$ cat src/rtl/varint_length_prefixed_deframer_unit_defines.svh
// ----------------------------------------------------------------------------
// Varint deframer assertion macros
// Shared concurrent assertion wrappers, clocked on clk, disabled in reset.
// ----------------------------------------------------------------------------
`ifndef VARINT_LENGTH_PREFIXED_DEFRAMER_UNIT_DEFINES_SVH
`define VARINT_LENGTH_PREFIXED_DEFRAMER_UNIT_DEFINES_SVH

// same-cycle implication
`define VLPD_ASSERT_IMP(label, ante, cons, msg) \
    label: assert property (@(posedge clk) disable iff (!rst_n) (ante) |-> (cons)) \
        else $error(msg);

// next-cycle implication
`define VLPD_ASSERT_NXT(label, ante, cons, msg) \
    label: assert property (@(posedge clk) disable iff (!rst_n) (ante) |=> (cons)) \
        else $error(msg);

`endif

$ cat src/rtl/vlpd_pkg.sv
// ----------------------------------------------------------------------------
// vlpd_pkg
// Types and codes shared by the compact-size varint deframer.
// ----------------------------------------------------------------------------
package vlpd_pkg;

    localparam logic [1:0] PH_PREFIX  = 2'd0;
    localparam logic [1:0] PH_WIDE    = 2'd1;
    localparam logic [1:0] PH_PAYLOAD = 2'd2;
    localparam logic [1:0] PH_HALT    = 2'd3;

    localparam logic [1:0] KIND_VALUE = 2'd0;
    localparam logic [1:0] KIND_BYTE  = 2'd1;
    localparam logic [1:0] KIND_ERROR = 2'd2;

    localparam logic [2:0] ERR_NONE       = 3'd0;
    localparam logic [2:0] ERR_OVER_INT64 = 3'd1;
    localparam logic [2:0] ERR_OVER_LIMIT = 3'd2;
    localparam logic [2:0] ERR_SHORT_BUF  = 3'd3;
    localparam logic [2:0] ERR_PAST_END   = 3'd4;

    localparam logic [1:0] REG_MODE        = 2'd0;
    localparam logic [1:0] REG_MAX_LENGTH  = 2'd1;
    localparam logic [1:0] REG_BUFFER_SIZE = 2'd2;

    localparam logic [7:0] PREFIX_W2 = 8'hFD;
    localparam logic [7:0] PREFIX_W4 = 8'hFE;
    localparam logic [7:0] PREFIX_W8 = 8'hFF;

    localparam logic [62:0] MAX_LENGTH_RST = {63{1'b1}};

    typedef struct packed {
        logic        mode;
        logic [62:0] max_length;
        logic [31:0] buffer_size;
    } cfg_t;

    typedef struct packed {
        logic        valid;
        logic [1:0]  kind;
        logic [62:0] value;
        logic        last;
        logic [2:0]  code;
    } res_t;

endpackage

$ cat src/rtl/vlpd_cfg.sv
// ----------------------------------------------------------------------------
// vlpd_cfg
// APB register file: mode, max_length, buffer_size.
// ----------------------------------------------------------------------------
module vlpd_cfg (
    input  logic          clk,
    input  logic          rst_n,
    input  logic          psel,
    input  logic          penable,
    input  logic          pwrite,
    input  logic [4:0]    paddr,
    input  logic [63:0]   pwdata,
    output logic [63:0]   prdata,
    output logic          pready,
    output vlpd_pkg::cfg_t cfg
);
    import vlpd_pkg::*;

    logic        mode_reg;
    logic [62:0] max_length_reg;
    logic [31:0] buffer_size_reg;
    logic        wr_en;
    logic [1:0]  reg_idx;

    assign pready  = 1'b1;
    assign wr_en   = psel && penable && pwrite && pready;
    assign reg_idx = paddr[4:3];

    always_ff @(posedge clk or negedge rst_n)
    begin
        if (!rst_n)
        begin
            mode_reg        <= 1'b1;
            max_length_reg  <= MAX_LENGTH_RST;
            buffer_size_reg <= 32'd0;
        end
        else if (wr_en)
        begin
            case (reg_idx)
                REG_MODE:        mode_reg        <= pwdata[0];
                REG_MAX_LENGTH:  max_length_reg  <= pwdata[62:0];
                REG_BUFFER_SIZE: buffer_size_reg <= pwdata[31:0];
                default:         ;
            endcase
        end
    end

    always_comb
    begin
        case (reg_idx)
            REG_MODE:        prdata = {63'd0, mode_reg};
            REG_MAX_LENGTH:  prdata = {1'b0, max_length_reg};
            REG_BUFFER_SIZE: prdata = {32'd0, buffer_size_reg};
            default:         prdata = 64'd0;
        endcase
    end

    assign cfg.mode        = mode_reg;
    assign cfg.max_length  = max_length_reg;
    assign cfg.buffer_size = buffer_size_reg;

endmodule

$ cat src/rtl/vlpd_parse.sv
// ----------------------------------------------------------------------------
// vlpd_parse
// Prefix/payload parser state and the per-byte decode logic.
// ----------------------------------------------------------------------------
module vlpd_parse #(
    parameter int MAX_ARRAY = 16777216
) (
    input  logic           clk,
    input  logic           rst_n,
    input  logic           fire,
    input  logic [7:0]     data_byte,
    input  logic           new_buffer,
    input  vlpd_pkg::cfg_t cfg,
    output vlpd_pkg::res_t res
);
    import vlpd_pkg::*;

    localparam int          PL_W      = $clog2(MAX_ARRAY + 1);
    localparam logic [62:0] MAX_ARR_V = 63'(MAX_ARRAY);

    logic [1:0]      phase_reg, phase_next;
    logic [3:0]      pbl_reg, pbl_next;
    logic [1:0]      pw_reg, pw_next;
    logic [63:0]     acc_reg, acc_next;
    logic [PL_W-1:0] pl_reg, pl_next;
    logic [31:0]     rp_reg, rp_next;

    always_comb
    begin
        logic [1:0]      ph_e;
        logic [3:0]      pbl_e;
        logic [1:0]      pw_e;
        logic [63:0]     acc_e;
        logic [PL_W-1:0] pl_e;
        logic [31:0]     rp_e;
        logic [31:0]     bl;
        logic [1:0]      pw_new;
        logic [3:0]      need;
        logic [3:0]      total;
        logic [2:0]      idx;
        logic [63:0]     acc_ins;
        logic            fin_go;
        logic [63:0]     fin_v;
        logic            fin_w8;
        logic            fail_go;
        logic [2:0]      fail_code;

        ph_e  = new_buffer ? PH_PREFIX : phase_reg;
        pbl_e = new_buffer ? 4'd0 : pbl_reg;
        pw_e  = new_buffer ? 2'd0 : pw_reg;
        acc_e = new_buffer ? 64'd0 : acc_reg;
        pl_e  = new_buffer ? '0 : pl_reg;
        rp_e  = new_buffer ? 32'd0 : rp_reg;

        // bytes left after this one: size - pos - 1
        bl      = cfg.buffer_size + ~rp_e;
        pw_new  = (data_byte == PREFIX_W2) ? 2'd1 : (data_byte == PREFIX_W4) ? 2'd2 : 2'd3;
        need    = 4'd1 << pw_new;
        total   = 4'd1 << pw_e;
        idx     = 3'(total - pbl_e);
        acc_ins = acc_e | ({56'd0, data_byte} << {idx, 3'b000});

        phase_next = ph_e;
        pbl_next   = pbl_e;
        pw_next    = pw_e;
        acc_next   = acc_e;
        pl_next    = pl_e;
        rp_next    = rp_e;
        fin_go     = 1'b0;
        fin_v      = 64'd0;
        fin_w8     = 1'b0;
        fail_go    = 1'b0;
        fail_code  = ERR_NONE;
        res        = '0;

        if (ph_e != PH_HALT)
        begin
            if (rp_e >= cfg.buffer_size)
            begin
                fail_go   = 1'b1;
                fail_code = ERR_PAST_END;
            end
            else
            begin
                rp_next = rp_e + 32'd1;
                case (ph_e)
                    PH_PREFIX:
                    begin
                        if (data_byte < PREFIX_W2)
                        begin
                            fin_go = 1'b1;
                            fin_v  = {56'd0, data_byte};
                        end
                        else if ({28'd0, need} > bl)
                        begin
                            fail_go   = 1'b1;
                            fail_code = ERR_PAST_END;
                        end
                        else
                        begin
                            pw_next    = pw_new;
                            pbl_next   = need;
                            acc_next   = 64'd0;
                            phase_next = PH_WIDE;
                        end
                    end
                    PH_WIDE:
                    begin
                        acc_next = acc_ins;
                        pbl_next = pbl_e - 4'd1;
                        if (pbl_e == 4'd1)
                        begin
                            fin_go = 1'b1;
                            fin_v  = acc_ins;
                            fin_w8 = (pw_e == 2'd3);
                        end
                    end
                    PH_PAYLOAD:
                    begin
                        pl_next   = pl_e - 1'b1;
                        res.valid = 1'b1;
                        res.kind  = KIND_BYTE;
                        res.value = {55'd0, data_byte};
                        res.last  = (pl_e == PL_W'(1));
                        if (pl_e == PL_W'(1))
                            phase_next = PH_PREFIX;
                    end
                    default:
                    begin
                    end
                endcase
            end
        end

        if (fin_go)
        begin
            if (fin_w8 && fin_v[63])
            begin
                fail_go   = 1'b1;
                fail_code = ERR_OVER_INT64;
            end
            else if (fin_v[62:0] > cfg.max_length)
            begin
                fail_go   = 1'b1;
                fail_code = ERR_OVER_LIMIT;
            end
            else
            begin
                pbl_next  = 4'd0;
                pw_next   = 2'd0;
                acc_next  = 64'd0;
                res.valid = 1'b1;
                res.kind  = KIND_VALUE;
                res.value = fin_v[62:0];
                res.last  = 1'b1;
                if (!cfg.mode)
                    phase_next = PH_PREFIX;
                else if (fin_v[62:0] > MAX_ARR_V)
                begin
                    fail_go   = 1'b1;
                    fail_code = ERR_OVER_LIMIT;
                end
                else if (fin_v[62:0] > {31'd0, bl})
                begin
                    fail_go   = 1'b1;
                    fail_code = ERR_SHORT_BUF;
                end
                else if (fin_v[62:0] == 63'd0)
                    phase_next = PH_PREFIX;
                else
                begin
                    pl_next    = fin_v[PL_W-1:0];
                    phase_next = PH_PAYLOAD;
                    res.last   = 1'b0;
                end
            end
        end

        if (fail_go)
        begin
            phase_next = PH_HALT;
            pbl_next   = 4'd0;
            pw_next    = 2'd0;
            acc_next   = 64'd0;
            pl_next    = '0;
            res.valid  = 1'b1;
            res.kind   = KIND_ERROR;
            res.value  = 63'd0;
            res.last   = 1'b1;
            res.code   = fail_code;
        end
    end

    always_ff @(posedge clk or negedge rst_n)
    begin
        if (!rst_n)
        begin
            phase_reg <= PH_PREFIX;
            pbl_reg   <= 4'd0;
            pw_reg    <= 2'd0;
            acc_reg   <= 64'd0;
            pl_reg    <= '0;
            rp_reg    <= 32'd0;
        end
        else if (fire)
        begin
            phase_reg <= phase_next;
            pbl_reg   <= pbl_next;
            pw_reg    <= pw_next;
            acc_reg   <= acc_next;
            pl_reg    <= pl_next;
            rp_reg    <= rp_next;
        end
    end

endmodule

$ cat src/rtl/varint_length_prefixed_deframer_unit.sv
// ----------------------------------------------------------------------------
// varint_length_prefixed_deframer_unit
// Compact-size length prefix deframer: decodes 1/3/5/9-byte prefixes and
// forwards payload bytes, with range and buffer bound checks.
//
//   channel  | dir | handshake         | payload
//   s_*      | in  | s_tvalid/s_tready | tdata: data_byte; tuser: new_buffer
//   m_*      | out | m_tvalid/m_tready | tdata: value, error_code; tuser: kind
//   APB      | in  | psel/penable      | mode, max_length, buffer_size
//
// One beat per cycle sustained while m_tready is high; the path runs from the input
// register to the result register through the parser's decode logic.
// Parser state updates in the same cycle a byte leaves the input register.
// Output stall holds the result; input keeps filling until both stages hold.
// Reset clears all control and parser state; config registers take reset values, data registers are not reset.
// ----------------------------------------------------------------------------
`include "varint_length_prefixed_deframer_unit_defines.svh"

module varint_length_prefixed_deframer_unit #(
    parameter int MAX_ARRAY = 16777216
) (
    input  logic        clk,
    input  logic        rst_n,
    input  logic        s_tvalid,
    output logic        s_tready,
    input  logic [7:0]  s_tdata,    // [7:0] data_byte
    input  logic        s_tuser,    // [0] new_buffer
    output logic        m_tvalid,
    input  logic        m_tready,
    output logic [71:0] m_tdata,    // [62:0] value, [65:63] error_code, rest zero
    output logic [1:0]  m_tuser,    // [1:0] item_kind
    output logic        m_tlast,
    input  logic        psel,
    input  logic        penable,
    input  logic        pwrite,
    input  logic [4:0]  paddr,
    input  logic [63:0] pwdata,
    output logic [63:0] prdata,
    output logic        pready
);
    import vlpd_pkg::*;

    cfg_t        cfg;
    res_t        res;
    logic        fire;
    logic        in_vld_reg, in_vld_next;
    logic [7:0]  in_byte_reg;
    logic        in_nb_reg;
    logic        out_vld_reg, out_vld_next;
    logic [1:0]  out_kind_reg;
    logic [62:0] out_value_reg;
    logic        out_last_reg;
    logic [2:0]  out_code_reg;

    vlpd_cfg u_cfg (
        .clk     (clk),
        .rst_n   (rst_n),
        .psel    (psel),
        .penable (penable),
        .pwrite  (pwrite),
        .paddr   (paddr),
        .pwdata  (pwdata),
        .prdata  (prdata),
        .pready  (pready),
        .cfg     (cfg)
    );

    vlpd_parse #(
        .MAX_ARRAY (MAX_ARRAY)
    ) u_parse (
        .clk        (clk),
        .rst_n      (rst_n),
        .fire       (fire),
        .data_byte  (in_byte_reg),
        .new_buffer (in_nb_reg),
        .cfg        (cfg),
        .res        (res)
    );

    assign fire     = in_vld_reg && (!out_vld_reg || m_tready);
    assign s_tready = !in_vld_reg || fire;

    always_comb
    begin
        in_vld_next = in_vld_reg;
        if (s_tvalid && s_tready)
            in_vld_next = 1'b1;
        else if (fire)
            in_vld_next = 1'b0;

        out_vld_next = out_vld_reg;
        if (fire)
            out_vld_next = res.valid;
        else if (m_tready)
            out_vld_next = 1'b0;
    end

    always_ff @(posedge clk or negedge rst_n)
    begin
        if (!rst_n)
        begin
            in_vld_reg  <= 1'b0;
            out_vld_reg <= 1'b0;
        end
        else
        begin
            in_vld_reg  <= in_vld_next;
            out_vld_reg <= out_vld_next;
        end
    end

    always_ff @(posedge clk)
    begin
        if (s_tvalid && s_tready)
        begin
            in_byte_reg <= s_tdata;
            in_nb_reg   <= s_tuser;
        end
        if (fire && res.valid)
        begin
            out_kind_reg  <= res.kind;
            out_value_reg <= res.value;
            out_last_reg  <= res.last;
            out_code_reg  <= res.code;
        end
    end

    assign m_tvalid = out_vld_reg;
    assign m_tdata  = {6'd0, out_code_reg, out_value_reg};
    assign m_tuser  = out_kind_reg;
    assign m_tlast  = out_last_reg;

    `VLPD_ASSERT_IMP(a_err_form, m_tvalid && (m_tuser == KIND_ERROR),
        m_tlast && (m_tdata[62:0] == 63'd0) && (m_tdata[65:63] != ERR_NONE),
        "error beat malformed")
    `VLPD_ASSERT_IMP(a_code_clear, m_tvalid && (m_tuser != KIND_ERROR),
        m_tdata[65:63] == ERR_NONE, "error code on non-error beat")
    `VLPD_ASSERT_IMP(a_byte_range, m_tvalid && (m_tuser == KIND_BYTE),
        m_tdata[62:8] == 55'd0, "payload beat wider than a byte")
    `VLPD_ASSERT_NXT(a_in_capture, s_tvalid && s_tready,
        in_vld_reg, "accepted beat not held in input register")

endmodule
$ cat config.mk
export PLATFORM = sky130hd
export DESIGN_NAME = varint_length_prefixed_deframer_unit
export DESIGN_NICKNAME = d
export VERILOG_FILES = /design/src/rtl/vlpd_pkg.sv /design/src/rtl/vlpd_cfg.sv /design/src/rtl/vlpd_parse.sv /design/src/rtl/varint_length_prefixed_deframer_unit.sv
export VERILOG_INCLUDE_DIRS = /design/src /design/src/rtl
export SDC_FILE = /design/constraint.sdc
export NUM_CORES = 1
export LEC_CHECK = 0
export BUFFER_PORTS_ARGS = -buffer_cell sky130_fd_sc_hd__buf_2
export CAP_MARGIN = 10
export CORE_ASPECT_RATIO = 0.5
export CORE_MARGIN = 3
export CORE_UTILIZATION = 60
export CTS_BUF_LIST = sky130_fd_sc_hd__clkbuf_16
export DETAILED_ROUTE_END_ITERATION = 6
export GPL_TIMING_DRIVEN = 0
export MAX_ROUTING_LAYER = met4
export PLACE_DENSITY_LB_ADDON = 0.1
export SLEW_MARGIN = 10
export SYNTH_ARGS = -nofsm -noshare
export SYNTH_HDL_FRONTEND = slang
export SYNTH_SLANG_ARGS = --single-unit
export TNS_END_PERCENT = 30
$ cat constraint.sdc
create_clock -name clk -period 9.7 [get_ports clk]
set_input_delay 1.455 -clock clk [delete_from_list [all_inputs] [get_ports clk]]
set_output_delay 1.455 -clock clk [all_outputs]
set_load 0.01 [all_outputs]
==> flow_summary.toml <==
[pwr]
p_int_mw = 3.008
seq_power_share_pct = 34.3
power_density_mw_per_mm2 = 209.7
switchingPower_mw = 2.103
combinationalPowerShare_pct = 41.9
power_leakage_nw = 10.88
switching_share_pct = 41.15
power.total_mw = 5.111
ir_worst_vdd_mv = 0.1498
p_clk_share_pct = 23.7

[die]
die_x_um = 273.5
rows = 48
core_mm2 = 0.03489
ios = 227
start_util_pct = 61.53
die_y_um = 139.8
die-area_mm2 = 0.03823

[clock_tree]
insertion_delay_ns = 0.60
clk_pin_slew_ns = 0.07
htreeDepth = 1
cts_buffers = 28
cts-root-buf = "clkbuf_16"
cts_sinks = 305
cts_tree = "built"
clock_path_buffers = 3
cts_hold_buf = 0

[timing]
fin_crit_ns = 9.396
tightest_slew_ns = 1.250
timing.fmax_mhz = 106.4
slew_viol_final = 0
clock_skew_ns = 0.01689
finalHoldViolations = 0
post-route-period-util_pct = 96.87
setup-violations-final = 0
rsz0062_at_grt = "no"
max_slew_margin_pct = 16.67

[logic_synthesis]
syn_area_per_cell_um2 = 8.678
yosys_most_used_dff = "dfrtp_1"
netlist_area_mm2 = 0.02147
syn_inst = 2474
async_reset_ff_share_pct = 74.43
yosysTopAreaCell = "dfrtp_1"
ys_types = 94
ys_seq_area_share_pct = 37.74
ys_top_cells_by_area = "dfrtp_1 (19%), edfxtp_1 (11%), ha_1 (9.4%)"
synth_edf_count = 78
yosysWarnings = 0
synth.ff_latch_count = 305
yosys.area.top_type_share_pct = 19.00

[setup_path]
crit_required_ns = 10.15
worstPathArrival_ns = 9.84
worstReg2RegEnd = "u_parse.pl_reg[22]"
cpPeakStageDelay_ns = 0.58
reg2reg_depth = 28
r2r_slack_ns = 0.30
cpMaxStageDelayCell = "edfxtp_1"
critical_path_class = "reg2reg"
cp_top_family = "buffers and inverters"
cp-end-kind = "flip-flop"
r2r_start = "in_nb_reg"
startpoint_type = "flip-flop"
path_max_fanout = 28
crit_buf_inv = 12

[finish]
fin_nets = 2975
largest_reg_flops = 64
drive_above_1_share_pct = 16.63
fillCellCount = 2769
syn_to_final_growth_pct = 13.51
fin_area_mm2 = 0.02437
layout_common_cells = "nand2_1 (297), buf_2 (239), nor2_1 (235)"
mostFrequentLayoutCell = "nand2_1"

[grt]
grt_pass1_vias = 19840
grt_max_degree = 87
track_usage_pct = 40.93
grt_pass1_wl_um = 116500
grt.overflow.total = 0
antenna_found_initial = 1

[place]
gp_congestion = 1.044
placed_cell_area_mm2 = 0.02331
hpwl_um = 59690
port_buffers = 214

[route]
vias = 21166
wire_per_inst_um = 23.96
route.detailed.drc = 1
ant_nets = 0
drtIter0Drc = 2785
firstDrtPassIters = 7
routed_wl_um = 77260
vias_per_cell = 6.563

[run_status]
violations = "DRC"
outcome = "finished with violations"

[min_path]
min_to = "u_parse.pl_reg[24]"
hp-start = "u_parse.pl_reg[24]"
min_delay_path_depth = 2
hold_class = "reg2reg"

[flow_run]
max_cap_viol_count = 0
## per-layer routing
layer	global-route usage, %	vias to the layer above	share of wire [%]
met5	-	-	0
met4	14.83	0	3.9
met3	11.15	212	11
met2	60.99	1261	44
li1	-	9451	-
met1	53.70	10242	41
## power by group through the flow
stage	combinational [mW]	clock, mW	sequential, mW
2_1_floorplan	1.38	0	1.76
3_3_place_gp	1.99	0	1.77
3_5_place_dp	2.05	0	1.77
4_1_cts	2.08	1.22	1.75
5_1_grt	2.32	1.27	1.77
6_report	2.14	1.21	1.75
## cell families (layout without fill, tap and decap cells)
group                    after synthesis  after routing  synth area share, %
adder cells (fa/ha/maj)              164            164                9.628
buffers and inverters                338            606                6.539
multiplexers                          39             39                1.853
AO/OA/AOI/OAI                        692            692                22.24
flip-flops                           305            305                37.74
other                                  2             10              0.03498
AND/OR/NAND/NOR                      880            880                19.76
XOR/XNOR                              54             54                2.203
## layout make-up
class                   count  area, um2  share of cell area (%)
diodes                      2      5.005                 0.02054
plain buffers             160      759.5                   3.116
clock buffers              28      700.7                   2.875
clock inverters            24      266.5                   1.094
inverters                 173      649.4                   2.665
multi-input cells        1837      12080                   49.58
flip-flops and latches    305       8103                   33.25
well taps                 475      594.3                   2.439
repair buffers            221       1210                   4.965
## worst max-delay path by stage
stage / endpoint / cells after the start / slack [ns] / startpoint
after floorplan: m_tlast / 20 / 1.17 / in_nb_reg
after global placement: out_value_reg[1] / 22 / -3.59 / in_nb_reg
after detailed placement: u_parse.pl_reg[17] / 30 / -2.22 / in_nb_reg
after CTS: out_value_reg[23] / 33 / 0.03 / in_nb_reg
after global routing: u_parse.pl_reg[19] / 26 / 0.006 / in_nb_reg
final: u_parse.pl_reg[22] / 28 / 0.30 / in_nb_reg
## worst min-delay path: cells and delay by family (launching register included)
family	cells	cell delay, ns
flops	1	0.35
simple gates	1	0.05
compound gates	1	0.07
## stage by stage
step	utilization (%)	setup TNS [ns]	setup slack [ns]	hold slack (ns)	cells
2_1_floorplan	-	0	1.172	0.4559	2480
3_3_place_gp	66.37	-440.45	-3.590	0.4734	3169
3_5_place_dp	66.79	-192.80	-2.222	0.4837	3175
4_1_cts	69.75	0	0.03295	0.5005	3225
5_1_grt	69.84	0	0.005659	0.5206	3224
6_report	69.84	0	0.3037	0.5159	3225
## cell usage after synthesis (all sizes together) (38+ instances only)
library cell and count:
edfxtp 78, dfstp 64, a21oi 117, nand2 298
a22o 50, ha 162, o21ai 189, nor2 244
nor4 38, nor3 42, inv 173, and2 45
nand4 44, dfrtp 163, clkbuf 112, nand3 41
a22oi 60, buf 53
## timing repair
item                                    in CTS  in global routing
endpoints found under the hold margin        0                  0
pin swaps                                    0                  1
setup buffers                                0                  1
resized for setup                           28                 11
endpoints found under the setup margin     126                 94
(Power assumes the default switching activity.)
